File: config.mk
export PLATFORM = sky130hd
export DESIGN_NAME = channel_cycle_sequencer_flat
export DESIGN_NICKNAME = d
export VERILOG_FILES = /design/src/hdl/ccs_pkg.sv /design/src/hdl/ccs_in_if.sv /design/src/hdl/ccs_out_if.sv /design/src/hdl/ccs_cfg_if.sv /design/src/hdl/ccs_step.sv /design/src/hdl/channel_cycle_sequencer.sv /design/src/flat_wrapper.sv
export SDC_FILE = /design/constraint.sdc
export NUM_CORES = 1
export LEC_CHECK = 0
export ABC_AREA = 0
export BUFFER_PORTS_ARGS = -buffer_cell sky130_fd_sc_hd__buf_4
export CAP_MARGIN = 20
export CELL_PAD_IN_SITES_DETAIL_PLACEMENT = 1
export CELL_PAD_IN_SITES_GLOBAL_PLACEMENT = 1
export CORE_MARGIN = 1
export CORE_UTILIZATION = 49
export DETAILED_ROUTE_END_ITERATION = 8
export GPL_TIMING_DRIVEN = 1
export PLACE_DENSITY = 0.81
export RECOVER_POWER = 50
export SYNTH_ARGS = -nofsm -noshare
export SYNTH_HDL_FRONTEND = slang
export SYNTH_HIERARCHICAL = 1
export SYNTH_SLANG_ARGS = --single-unit
File: constraint.sdc
create_clock -name clk_i -period 18.8 [get_ports clk_i]
set_input_delay 2.82 -clock clk_i [delete_from_list [all_inputs] [get_ports clk_i]]
set_output_delay 2.82 -clock clk_i [all_outputs]
set_load 0.01 [all_outputs]
File: src/hdl/ccs_pkg.sv
package ccs_pkg;

  localparam int unsigned CfgIdxW  = 3;
  localparam int unsigned CfgDataW = 8;

  typedef enum logic [CfgIdxW-1:0] {
    CFG_ACTIVE_UNITS  = 3'd0,
    CFG_PAUSE_UNITS   = 3'd1,
    CFG_CHANNEL_COUNT = 3'd2,
    CFG_TICKS_ON      = 3'd3,
    CFG_TICKS_OFF     = 3'd4
  } cfg_reg_e;

  localparam logic [7:0] TicksOnRst  = 8'd5;
  localparam logic [7:0] TicksOffRst = 8'd50;

  typedef struct packed {
    logic [6:0] active_units;
    logic [6:0] pause_units;
    logic [4:0] channel_count;
    logic [7:0] ticks_on;
    logic [7:0] ticks_off;
  } cfg_t;

  typedef struct packed {
    logic [3:0] chan_idx;
    logic       in_off_phase;
    logic [6:0] unit_count;
    logic [7:0] tick_count;
  } state_t;

  typedef struct packed {
    logic [3:0] channel_index;
    logic       valve_on;
    logic       running;
    logic [6:0] left_tens_seg;
    logic [6:0] left_ones_seg;
    logic [6:0] right_tens_seg;
    logic [6:0] right_ones_seg;
  } result_t;

  // gfedcba encoding
  function automatic logic [6:0] seg_digit(logic [3:0] d);
    logic [6:0] s;
    case (d)
      4'd0:    s = 7'h3F;
      4'd1:    s = 7'h06;
      4'd2:    s = 7'h5B;
      4'd3:    s = 7'h4F;
      4'd4:    s = 7'h66;
      4'd5:    s = 7'h6D;
      4'd6:    s = 7'h7D;
      4'd7:    s = 7'h07;
      4'd8:    s = 7'h7F;
      4'd9:    s = 7'h6F;
      default: s = 7'h00;
    endcase
    return s;
  endfunction

  // Two-digit display, saturating at 99. {tens, ones}.
  function automatic logic [13:0] seg_pair(logic [6:0] v);
    logic [6:0]  c;
    logic [14:0] prod;
    logic [3:0]  tens;
    logic [6:0]  ones;
    c    = (v > 7'd99) ? 7'd99 : v;
    prod = 15'(c) * 15'd205;      // x/10 == (x*205)>>11 for x < 1029
    tens = prod[14:11];
    ones = c - 7'(tens) * 7'd10;
    return {seg_digit(tens), seg_digit(ones[3:0])};
  endfunction

endpackage

File: src/hdl/ccs_in_if.sv
interface ccs_in_if;
  logic valid;
  logic ready;
  logic tick;

  modport source (output valid, output tick, input ready);
  modport sink   (input valid, input tick, output ready);
endinterface

File: src/hdl/ccs_out_if.sv
interface ccs_out_if;
  logic       valid;
  logic       ready;
  logic [3:0] channel_index;
  logic       valve_on;
  logic       running;
  logic [6:0] left_tens_seg;
  logic [6:0] left_ones_seg;
  logic [6:0] right_tens_seg;
  logic [6:0] right_ones_seg;

  modport source (
    output valid, output channel_index, output valve_on, output running,
    output left_tens_seg, output left_ones_seg, output right_tens_seg,
    output right_ones_seg, input ready
  );
  modport sink (
    input valid, input channel_index, input valve_on, input running,
    input left_tens_seg, input left_ones_seg, input right_tens_seg,
    input right_ones_seg, output ready
  );
endinterface

File: src/hdl/ccs_cfg_if.sv
interface ccs_cfg_if;
  logic                          valid;
  logic                          ready;
  logic [ccs_pkg::CfgIdxW-1:0]   index;
  logic [ccs_pkg::CfgDataW-1:0]  data;

  modport source (output valid, output index, output data, input ready);
  modport sink   (input valid, input index, input data, output ready);
endinterface

File: src/hdl/ccs_step.sv
module ccs_step #(
  parameter int unsigned MAX_CHANNELS = 16
) (
  input  ccs_pkg::cfg_t    cfg_i,
  input  ccs_pkg::state_t  state_i,
  input  logic             tick_i,
  output ccs_pkg::state_t  state_o,
  output ccs_pkg::result_t result_o
);

  localparam logic [4:0] MaxCh = 5'(MAX_CHANNELS);

  function automatic logic [3:0] next_chan(logic [3:0] c, logic [4:0] cnt);
    logic [4:0] inc;
    inc = {1'b0, c} + 5'd1;
    return (inc >= cnt) ? 4'd0 : inc[3:0];
  endfunction

  logic [4:0]      n;
  ccs_pkg::state_t s;
  logic [7:0]      tpu;
  logic [8:0]      tick_inc;
  logic [6:0]      right_val;
  logic [6:0]      left_val;
  logic [13:0]     left_pair;
  logic [13:0]     right_pair;

  always_comb begin
    n          = (cfg_i.channel_count > MaxCh) ? MaxCh : cfg_i.channel_count;
    s          = state_i;
    state_o    = '0;
    result_o   = '0;
    tpu        = '0;
    tick_inc   = '0;
    left_val   = '0;
    right_val  = '0;

    // channel count lowered under the current channel: restart
    if ({1'b0, s.chan_idx} >= n) begin
      s = '0;
    end

    if (cfg_i.active_units == 7'd0 && cfg_i.pause_units == 7'd0) begin
      right_val        = {3'b000, s.chan_idx} + 7'd1;
      state_o          = '0;
      state_o.chan_idx = tick_i ? next_chan(s.chan_idx, n) : s.chan_idx;
    end else begin
      // settle finished or empty phases
      if (!s.in_off_phase && s.unit_count >= cfg_i.active_units) begin
        s.in_off_phase = 1'b1;
        s.unit_count   = '0;
        s.tick_count   = '0;
      end
      if (s.in_off_phase && s.unit_count >= cfg_i.pause_units) begin
        s.chan_idx     = next_chan(s.chan_idx, n);
        s.in_off_phase = 1'b0;
        s.unit_count   = '0;
        s.tick_count   = '0;
      end
      if (!s.in_off_phase && s.unit_count >= cfg_i.active_units) begin
        s.in_off_phase = 1'b1;
        s.unit_count   = '0;
        s.tick_count   = '0;
      end

      if (!s.in_off_phase) begin
        right_val = {3'b000, s.chan_idx} + 7'd1;
      end else begin
        left_val  = cfg_i.pause_units - s.unit_count;
        right_val = ({1'b0, s.chan_idx} + 5'd1 >= n) ? 7'd1
                                                     : {3'b000, s.chan_idx} + 7'd2;
      end

      if (tick_i) begin
        tpu = s.in_off_phase ? cfg_i.ticks_off : cfg_i.ticks_on;
        if (tpu == 8'd0) begin
          tpu = 8'd1;
        end
        tick_inc = {1'b0, s.tick_count} + 9'd1;
        if (tick_inc >= {1'b0, tpu}) begin
          s.tick_count = '0;
          s.unit_count = s.unit_count + 7'd1;
        end else begin
          s.tick_count = tick_inc[7:0];
        end
      end
      state_o = s;
    end

    left_pair  = ccs_pkg::seg_pair(left_val);
    right_pair = ccs_pkg::seg_pair(right_val);

    if (n != 5'd0) begin
      result_o.channel_index  = s.chan_idx;
      result_o.valve_on       = !s.in_off_phase &&
                                !(cfg_i.active_units == 7'd0 && cfg_i.pause_units == 7'd0);
      result_o.running        = 1'b1;
      result_o.left_tens_seg  = left_pair[13:7];
      result_o.left_ones_seg  = left_pair[6:0];
      result_o.right_tens_seg = right_pair[13:7];
      result_o.right_ones_seg = right_pair[6:0];
    end else begin
      state_o = '0;
    end
  end

endmodule

File: src/hdl/channel_cycle_sequencer.sv
// Channel cycle sequencer. Every accepted tick transaction yields exactly one
// result transaction, registered, in the cycle after acceptance. A tick can be
// accepted every clock cycle: the sequencing state and the display decode are
// updated in a single combinational pass between the state registers and the
// output register, and the input is ready whenever the output register is
// empty or being drained. Configuration writes take effect on the next cycle
// and should only be issued while no result is outstanding.
module channel_cycle_sequencer #(
  parameter int unsigned MAX_CHANNELS = 16
) (
  input  logic      clk_i,
  input  logic      rst_ni,
  ccs_cfg_if.sink   cfg_i,
  ccs_in_if.sink    in_i,
  ccs_out_if.source out_o
);

  ccs_pkg::cfg_t    cfg_q;
  ccs_pkg::state_t  state_q, state_d;
  ccs_pkg::result_t res_q, res_d;
  logic             out_valid_q;
  logic             in_fire;

  assign cfg_i.ready = 1'b1;
  assign in_i.ready  = !out_valid_q || out_o.ready;
  assign in_fire     = in_i.valid && in_i.ready;

  always_ff @(posedge clk_i or negedge rst_ni) begin
    if (!rst_ni) begin
      cfg_q.active_units  <= '0;
      cfg_q.pause_units   <= '0;
      cfg_q.channel_count <= '0;
      cfg_q.ticks_on      <= ccs_pkg::TicksOnRst;
      cfg_q.ticks_off     <= ccs_pkg::TicksOffRst;
    end else if (cfg_i.valid) begin
      unique case (cfg_i.index)
        ccs_pkg::CFG_ACTIVE_UNITS:  cfg_q.active_units  <= cfg_i.data[6:0];
        ccs_pkg::CFG_PAUSE_UNITS:   cfg_q.pause_units   <= cfg_i.data[6:0];
        ccs_pkg::CFG_CHANNEL_COUNT: cfg_q.channel_count <= cfg_i.data[4:0];
        ccs_pkg::CFG_TICKS_ON:      cfg_q.ticks_on      <= cfg_i.data;
        ccs_pkg::CFG_TICKS_OFF:     cfg_q.ticks_off     <= cfg_i.data;
        default: ;
      endcase
    end
  end

  ccs_step #(
    .MAX_CHANNELS(MAX_CHANNELS)
  ) u_step (
    .cfg_i   (cfg_q),
    .state_i (state_q),
    .tick_i  (in_i.tick),
    .state_o (state_d),
    .result_o(res_d)
  );

  always_ff @(posedge clk_i or negedge rst_ni) begin
    if (!rst_ni) begin
      state_q     <= '0;
      out_valid_q <= 1'b0;
    end else begin
      if (in_fire) begin
        state_q <= state_d;
      end
      if (in_fire) begin
        out_valid_q <= 1'b1;
      end else if (out_o.ready) begin
        out_valid_q <= 1'b0;
      end
    end
  end

  always_ff @(posedge clk_i) begin
    if (in_fire) begin
      res_q <= res_d;
    end
  end

  assign out_o.valid          = out_valid_q;
  assign out_o.channel_index  = res_q.channel_index;
  assign out_o.valve_on       = res_q.valve_on;
  assign out_o.running        = res_q.running;
  assign out_o.left_tens_seg  = res_q.left_tens_seg;
  assign out_o.left_ones_seg  = res_q.left_ones_seg;
  assign out_o.right_tens_seg = res_q.right_tens_seg;
  assign out_o.right_ones_seg = res_q.right_ones_seg;

  // tick counter always wraps before reaching its all-ones value
  a_tick_range: assert property (@(posedge clk_i) disable iff (!rst_ni)
    state_q.tick_count != 8'hFF)
    else $error("tick counter out of range");

  a_fire_valid: assert property (@(posedge clk_i) disable iff (!rst_ni)
    in_fire |=> out_o.valid)
    else $error("accepted transaction produced no result");

  a_idle_clear: assert property (@(posedge clk_i) disable iff (!rst_ni)
    in_fire && cfg_q.channel_count == 5'd0 |=> state_q == '0)
    else $error("idle did not clear state");

  a_idle_blank: assert property (@(posedge clk_i) disable iff (!rst_ni)
    out_o.valid && !out_o.running |-> out_o.channel_index == 4'd0 && !out_o.valve_on
      && out_o.left_tens_seg == 7'd0 && out_o.right_ones_seg == 7'd0)
    else $error("idle result not blank");

  a_valve_digit: assert property (@(posedge clk_i) disable iff (!rst_ni)
    out_o.valid && out_o.valve_on |-> out_o.left_tens_seg == 7'h3F
      && out_o.left_ones_seg == 7'h3F)
    else $error("left display not zero during on phase");

endmodule

File: src/flat_wrapper.sv
// flat-port wrapper written by rule: the top's interface ports become plain ports
module channel_cycle_sequencer_flat 
#(
  parameter int unsigned MAX_CHANNELS = 16
)
  (clk_i, rst_ni, cfg_i_valid, cfg_i_index, cfg_i_data, cfg_i_ready, in_i_valid, in_i_tick, in_i_ready, out_o_valid, out_o_channel_index, out_o_valve_on, out_o_running, out_o_left_tens_seg, out_o_left_ones_seg, out_o_right_tens_seg, out_o_right_ones_seg, out_o_ready);
  ccs_cfg_if cfg_i_i ();
  ccs_in_if in_i_i ();
  ccs_out_if out_o_i ();
  input  logic clk_i;
  input  logic rst_ni;
  input wire logic [$bits(cfg_i_i.valid)-1:0] cfg_i_valid;
  input wire logic [$bits(cfg_i_i.index)-1:0] cfg_i_index;
  input wire logic [$bits(cfg_i_i.data)-1:0] cfg_i_data;
  output wire logic [$bits(cfg_i_i.ready)-1:0] cfg_i_ready;
  input wire logic [$bits(in_i_i.valid)-1:0] in_i_valid;
  input wire logic [$bits(in_i_i.tick)-1:0] in_i_tick;
  output wire logic [$bits(in_i_i.ready)-1:0] in_i_ready;
  output wire logic [$bits(out_o_i.valid)-1:0] out_o_valid;
  output wire logic [$bits(out_o_i.channel_index)-1:0] out_o_channel_index;
  output wire logic [$bits(out_o_i.valve_on)-1:0] out_o_valve_on;
  output wire logic [$bits(out_o_i.running)-1:0] out_o_running;
  output wire logic [$bits(out_o_i.left_tens_seg)-1:0] out_o_left_tens_seg;
  output wire logic [$bits(out_o_i.left_ones_seg)-1:0] out_o_left_ones_seg;
  output wire logic [$bits(out_o_i.right_tens_seg)-1:0] out_o_right_tens_seg;
  output wire logic [$bits(out_o_i.right_ones_seg)-1:0] out_o_right_ones_seg;
  input wire logic [$bits(out_o_i.ready)-1:0] out_o_ready;
  assign cfg_i_i.valid = cfg_i_valid;
  assign cfg_i_i.index = cfg_i_index;
  assign cfg_i_i.data = cfg_i_data;
  assign cfg_i_ready = cfg_i_i.ready;
  assign in_i_i.valid = in_i_valid;
  assign in_i_i.tick = in_i_tick;
  assign in_i_ready = in_i_i.ready;
  assign out_o_valid = out_o_i.valid;
  assign out_o_channel_index = out_o_i.channel_index;
  assign out_o_valve_on = out_o_i.valve_on;
  assign out_o_running = out_o_i.running;
  assign out_o_left_tens_seg = out_o_i.left_tens_seg;
  assign out_o_left_ones_seg = out_o_i.left_ones_seg;
  assign out_o_right_tens_seg = out_o_i.right_tens_seg;
  assign out_o_right_ones_seg = out_o_i.right_ones_seg;
  assign out_o_i.ready = out_o_ready;
  channel_cycle_sequencer #(.MAX_CHANNELS(MAX_CHANNELS)) u_core (.clk_i(clk_i), .rst_ni(rst_ni), .cfg_i(cfg_i_i), .in_i(in_i_i), .out_o(out_o_i));
endmodule
---- After elaboration in Yosys (flattened, before gate mapping) ----
Memory sizes are Yosys's and may differ from the RTL's.
Cells that the tools add are included.
operators by class
  reductions and logical operators ........ 23
  multiplexer cells ....................... 30
  magnitude comparators ................... 10
  eq/ne operators ......................... 4
  multiply operators ...................... 4
  add/subtract/negate cells ............... 10
operators by type and width
  kind                  number
  $mux 20               6
  $mux 16               4
  $mux 8                5
  $mux 7                5
  $mul 7x8->15 const B  2
  $mux 29               1
  $ge 7x7->1            3
  $add 4x1->5 const B   4
  $mux 5                4
  $mux 15               1
  $gt 7x7->1 const B    2
  $logic_not 7->1       2
  $ge 5x5->1            2
  $reduce_and 2->1      5
  $add 8x1->9 const B   1
  $ge 9x8->1            1
  $logic_not 8->1       1
  $mul 4x3->3 const B   2
  $mux 4                2
  $sub 4x4->4           2
  $add 7x1->7 const B   1
  $sub 7x7->7           1
  $eq 3x2->1 const B    2
  $logic_and 1x1->1     6
  11 further kinds      16
word-level totals
  output and inout port bits .............. 37
  bits in read-only memories .............. 448
  word-level logic and storage cells ...... 102
  flip-flop bits (word level) ............. 90
  memories ................................ 4
  input port bits ......................... 17
memory list
  memory            depth  bits a word  rd ports  clocked after Yosys merged registers in  wr ports  RTL line       text
  (name not given)  16     7            1         0                                        0         ccs_pkg.sv:45  case (d)
  (name not given)  16     7            1         0                                        0         ccs_pkg.sv:45
  (name not given)  16     7            1         0                                        0         ccs_pkg.sv:45
  (name not given)  16     7            1         0                                        0         ccs_pkg.sv:45

---- Depth between registers and ports, before layout ----
  depth in word-level cells ............... 27
  gate-level depth with buffers ........... 70
  depth with buffers taken out ............ 66

---- Cells and area by module ----
Netlist, hierarchy kept.
by module, submodules not included
  module                   sequential area each (um2)  area each (um2)  times used  cells an instance
  ccs_step                 0.0                         5380.2           1           742
  channel_cycle_sequencer  2428.6                      3175.5           1           160

---- Worst setup path after synthesis ----
Ideal clock, no wire load.
  path kind ............................... reg-to-reg
  start ................................... register u_core/cfg_q[20] (netlist name)
  end ..................................... register u_core.res_q (netlist bit u_core/out_o.left_ones_seg[0]), data pin
  data required time ...................... 18.653 ns
  period minus slack after synthesis ...... 14.274 ns
  arrival time ............................ 14.127 ns
  path slack .............................. 4.526 ns
  buffers on the path ..................... 5
  cell stages (with the launch flop) ...... 67
  setup time .............................. 0.147 ns
  cell sequence ........................... dfrtp_1 > nor2b_1 > ha_1 > nand2b_4 > a2111oi_4 > or2_1 > clkbuf_2 > clkbuf_1 > and2_1 > ha_1 > a21oi_1 > o21ai_1 > a2111oi_2 > a211oi_4 > a21oi_1 > or2_2 > clkbuf_1 > nand3_1 > [31 not listed] > fa_1 > inv_1 > ha_1 > a21o_1 > a21o_1 > a221o_1 > a311oi_2 > or3_1 > buf_2 > nand2_1 > ha_1 > fa_1 > xor2_1 > a21o_1 > and4_1 > or2_1 > or3_1 > a21oi_1
between the ends
  longest elaborated chain between the ends .. 25
  elaborated cells on any way between the ends .. 28
  classes of those cells .................. add/sub: 2; mul: 2; order compare: 6; mux: 11; reduce/logical: 6; memory: 1
RTL lines
  what                                           RTL line                       text
  start: declaration                             channel_cycle_sequencer.sv:18  ccs_pkg::cfg_t cfg_q;
  $gt 5x5->1                                     ccs_step.sv:29                 n = (cfg_i.channel_count > MaxCh) ? MaxCh : cfg_i.channel_count;
  $mux 5 *                                       ccs_step.sv:29
  $ge 4x5->1                                     ccs_step.sv:39                 if ({1'b0, s.chan_idx} >= n) begin
  $mux 20                                        ccs_step.sv:39
  $ge 7x7->1 or $logic_not 1->1 (tied branches)  ccs_step.sv:49                 if (!s.in_off_phase && s.unit_count >= cfg_i.active_units) begin
  $logic_and 1x1->1                              ccs_step.sv:49
  $mux 16                                        ccs_step.sv:49
  $mux 16                                        ccs_step.sv:43                 if (cfg_i.active_units == 7'd0 && cfg_i.pause_units == 7'd0) begin
  [9 not listed]                                 n/a
  $mux 7                                         ccs_step.sv:66                 if (!s.in_off_phase) begin
  $mux 7                                         ccs_step.sv:43
  $gt 7x7->1                                     ccs_pkg.sv:67                  c = (v > 7'd99) ? 7'd99 : v;
  $mux 7                                         ccs_pkg.sv:67
  $mul 7x8->15                                   ccs_pkg.sv:68                  prod = 15'(c) * 15'd205;
  $mul 4x3->3                                    ccs_pkg.sv:70                  ones = c - 7'(tens) * 7'd10;
  $sub 4x4->4                                    ccs_pkg.sv:70
  $mem_v2 16x7                                   n/a
  end signal: assignment                         channel_cycle_sequencer.sv:75  res_q <= res_d;
  end: declaration                               channel_cycle_sequencer.sv:20  ccs_pkg::result_t res_q, res_d;
Mark *: on every way between the ends. The rest lies on a longest branch, timed or not. The select of a mux whose other input is x is not followed.
A chain may end at the register's enable or synchronous reset.

---- Worst setup path in the final report ----
  start ................................... register u_core/cfg_q[20] (netlist name)
  end ..................................... register u_core.res_q (netlist bit u_core/out_o.left_ones_seg[3]), data pin
The elaborated chain is that of the path after synthesis.

==> impl_metrics.yaml <==
floorplanning:
  coreArea_um2: 16800
  die_x_um: 134
  num_rows: 47
  initial_core_util_pct: 50.9
  die_h_um: 134
  dieArea_um2: 18000
  ioPinCount: 54
global_route:
  grt_first_pass_wirelength_um: 37500
  grt.total_usage_pct: 26.5
  grt_max_degree: 57
  grt_pass1_vias: 7355
  antenna_found_initial: 0
  grt_overflow: 0
clock_tree:
  clock-sinks: 90
  path_clk_slew_ps: 70
  cts_buffer_depth: 2
  clkLatencyLatePin_ps: 350
  cts_setup_buffers: 0
  cts_resized: 0
  cts_tree: "done"
  postCtsHoldBufs: 0
  cts_max_level: 3
  tritoncts.num_buffers: 9
  ctsRootBufferMaster: "clkbuf_16"
critical_path:
  criticalPathCategory: "reg -> reg"
  cp.required_ps: 18970
  cp_max_fo: 16
  cpMaxStageDelayCell: "nor3_2"
  start_kind: "flip-flop"
  rr_worst_depth: 63
  reg2reg_to: "u_core/out_o.left_ones_seg[3]"
  worstSetupStartpoint: "u_core/cfg_q[20]"
  endpoint_kind: "flip-flop"
  crit_top_cell: "ha_1"
  arrival_ps: 16290
  crit_path_end: "u_core/out_o.left_ones_seg[3]"
  rr_startpoint: "u_core/cfg_q[20]"
  reg2reg_setup_slack_ps: 2690
  slowest_delay_ps: 540
sta:
  rsz0062_at_grt: "no"
  timing.fmax_mhz: 62.1
  holdWs_ps: 508
  tns_ps: 0
  finalHoldViolations: 0
  tightest_slew_ps: 3040
  setup_viol: 0
  relSlewSlack_pct: -103
  finalCritPeriodShare_pct: 85.7
  fin_crit_ps: 16110
  finClkSkew_ps: 8.91
  report.final.slew_viol_count: 96
drt:
  drt_iter0_markers: 381
  drt_wl_total_um: 23000
  antenna_left: 0
  wl_per_cell_um: 19.6
  via_per_inst: 5.98
  drc: 0
  vias: 7016
  drtPass1Iterations: 7
final_layout:
  diodes: 0
  ff_latch_area_um2: 2430
  fill_cells: 1953
  multi_input_area_um2: 5680
  final_common_cell: "ha_1"
  nets: 1107
  area_growth_pct: 9.30
  drive_gt1_share_pct: 14.4
  mostFrequentLayoutCells: "ha_1, inv_1, nor2_1, nand2_1, mux2_2"
yosys:
  synth_area_um2: 8560
  syn_nets: 1060
  async_reset_ff_share_pct: 62.2
  synth_area_per_cell_um2: 9.49
  ys_warn_count: 6
  syn_inst: 902
  synth_edf_count: 34
  synth_ff_type: "dfrtp_1"
  synth_top_area_share_pct: 18.6
  yosysTopAreaCell: "ha_1"
  ys_top_cells_by_area: "ha_1, dfrtp_1, edfxtp_1"
  synth.distinct_cells: 84
  ys_ff_latch: 90
  ys_seq_area_share_pct: 28.4
power_and_ir_drop:
  total_power_mw: 1.33
  leakagePower_nw: 4.58
  powerDensity_nw_per_um2: 142
  vdd_drop_max_mv: 0.0788
run_status:
  status: "finished with violations"
  violations: "capacitance limit, slew limit"
run:
  max_cap_violations: 3
placement:
  dpl.hpwl_um: 18200
  globalplace.congestion: 0.916
  io_buffers: 52
hold_path:
  worst_hold_path_type: "reg -> reg"
## through the flow
stage | instances | setup slack, ps | area, µm² | utilization, %
5_1_grt | 1174 | 1450 | 9350 | 55.6
3_3_place_gp | 1158 | 3580 | 9160 | 54.5
4_1_cts | 1174 | 2890 | 9460 | 56.2
6_report | 1174 | 2690 | 9350 | 55.6
3_5_place_dp | 1158 | 3040 | 9160 | 54.5
2_1_floorplan | 902 | 4530 | 8560 | -
## flip-flops by register name, summed over array words and instances (netlist names)
signal / count
u_core/cfg_q: 35
u_core/out_o.channel_index: 4
u_core/out_o.left_ones_seg: 7
u_core/out_o.left_tens_seg: 7
u_core/out_o.right_ones_seg: 7
u_core/out_o.right_tens_seg: 7
u_core/out_o.running: 1
u_core/out_o.valid: 1
u_core/out_o.valve_on: 1
u_core/state_q: 20
## metal layers
metal	part of all wire, %	vias to the layer above	GRT usage, %
met5	0	-	0
met2	50	164	48.4
met3	4.1	37	4.31
met4	1.6	0	7.05
met1	44	3474	32.3
li1	-	3341	-
## how the worst min path moves through the flow
stage / start / end / slack (ps) / cells after the start
finish: u_core/cfg_q[6] / u_core/cfg_q[6] / 510 / 1
global route: u_core/cfg_q[6] / u_core/cfg_q[6] / 520 / 1
floorplan: u_core/state_q[10] / u_core/state_q[10] / 470 / 1
CTS: u_core/cfg_q[6] / u_core/cfg_q[6] / 510 / 1
global placement: u_core/cfg_q[12] / u_core/cfg_q[12] / 490 / 1
detailed placement: u_core/cfg_q[6] / u_core/cfg_q[6] / 500 / 1
## worst max-delay path, delay by kind of cell, from the launching register on
kind	cells	cell delay, ps
flops	1	410
compound gates	20	4850
fa+ha+maj	13	4480
xor+xnor	2	450
buf+inv	6	440
simple gates	22	5240
## where the power goes
part / switching, mW / total [mW] / internal (mW)
Sequential: 0.0318 / 0.310 / 0.279
Clock: 0.0823 / 0.186 / 0.104
Combinational: 0.502 / 0.834 / 0.333
## kinds of logic after synthesis
logic type / count (synthesis) / share of synthesized area (%)
compound gates: 168 / 13.9
xor+xnor: 29 / 3.13
fa+ha+maj: 142 / 22.0
buf+inv: 105 / 4.86
flops: 90 / 28.4
mux: 79 / 10.1
other cells: 1 / 0.0438
simple gates: 288 / 17.6
## area by class of cell
cell class / instances / share of cell area (%)
clock buffers: 9 / 2.41
flip-flops and latches: 90 / 26.0
inverters: 84 / 3.37
repair buffers: 57 / 3.77
well taps: 220 / 2.94
clock inverters: 7 / 0.803
multi-input cells: 707 / 60.7
## cell usage after synthesis (all sizes together), types with 14 or more instances
master	number
a21o	19
a21oi	38
and2	19
clkbuf	14
dfrtp	51
edfxtp	34
fa	14
ha	127
inv	84
mux2	59
mux2i	20
nand2	71
nand3	19
nor2	74
nor3	20
o21ai	30
xnor2	16
No activity file was read; power rests on OpenSTA's default activity.
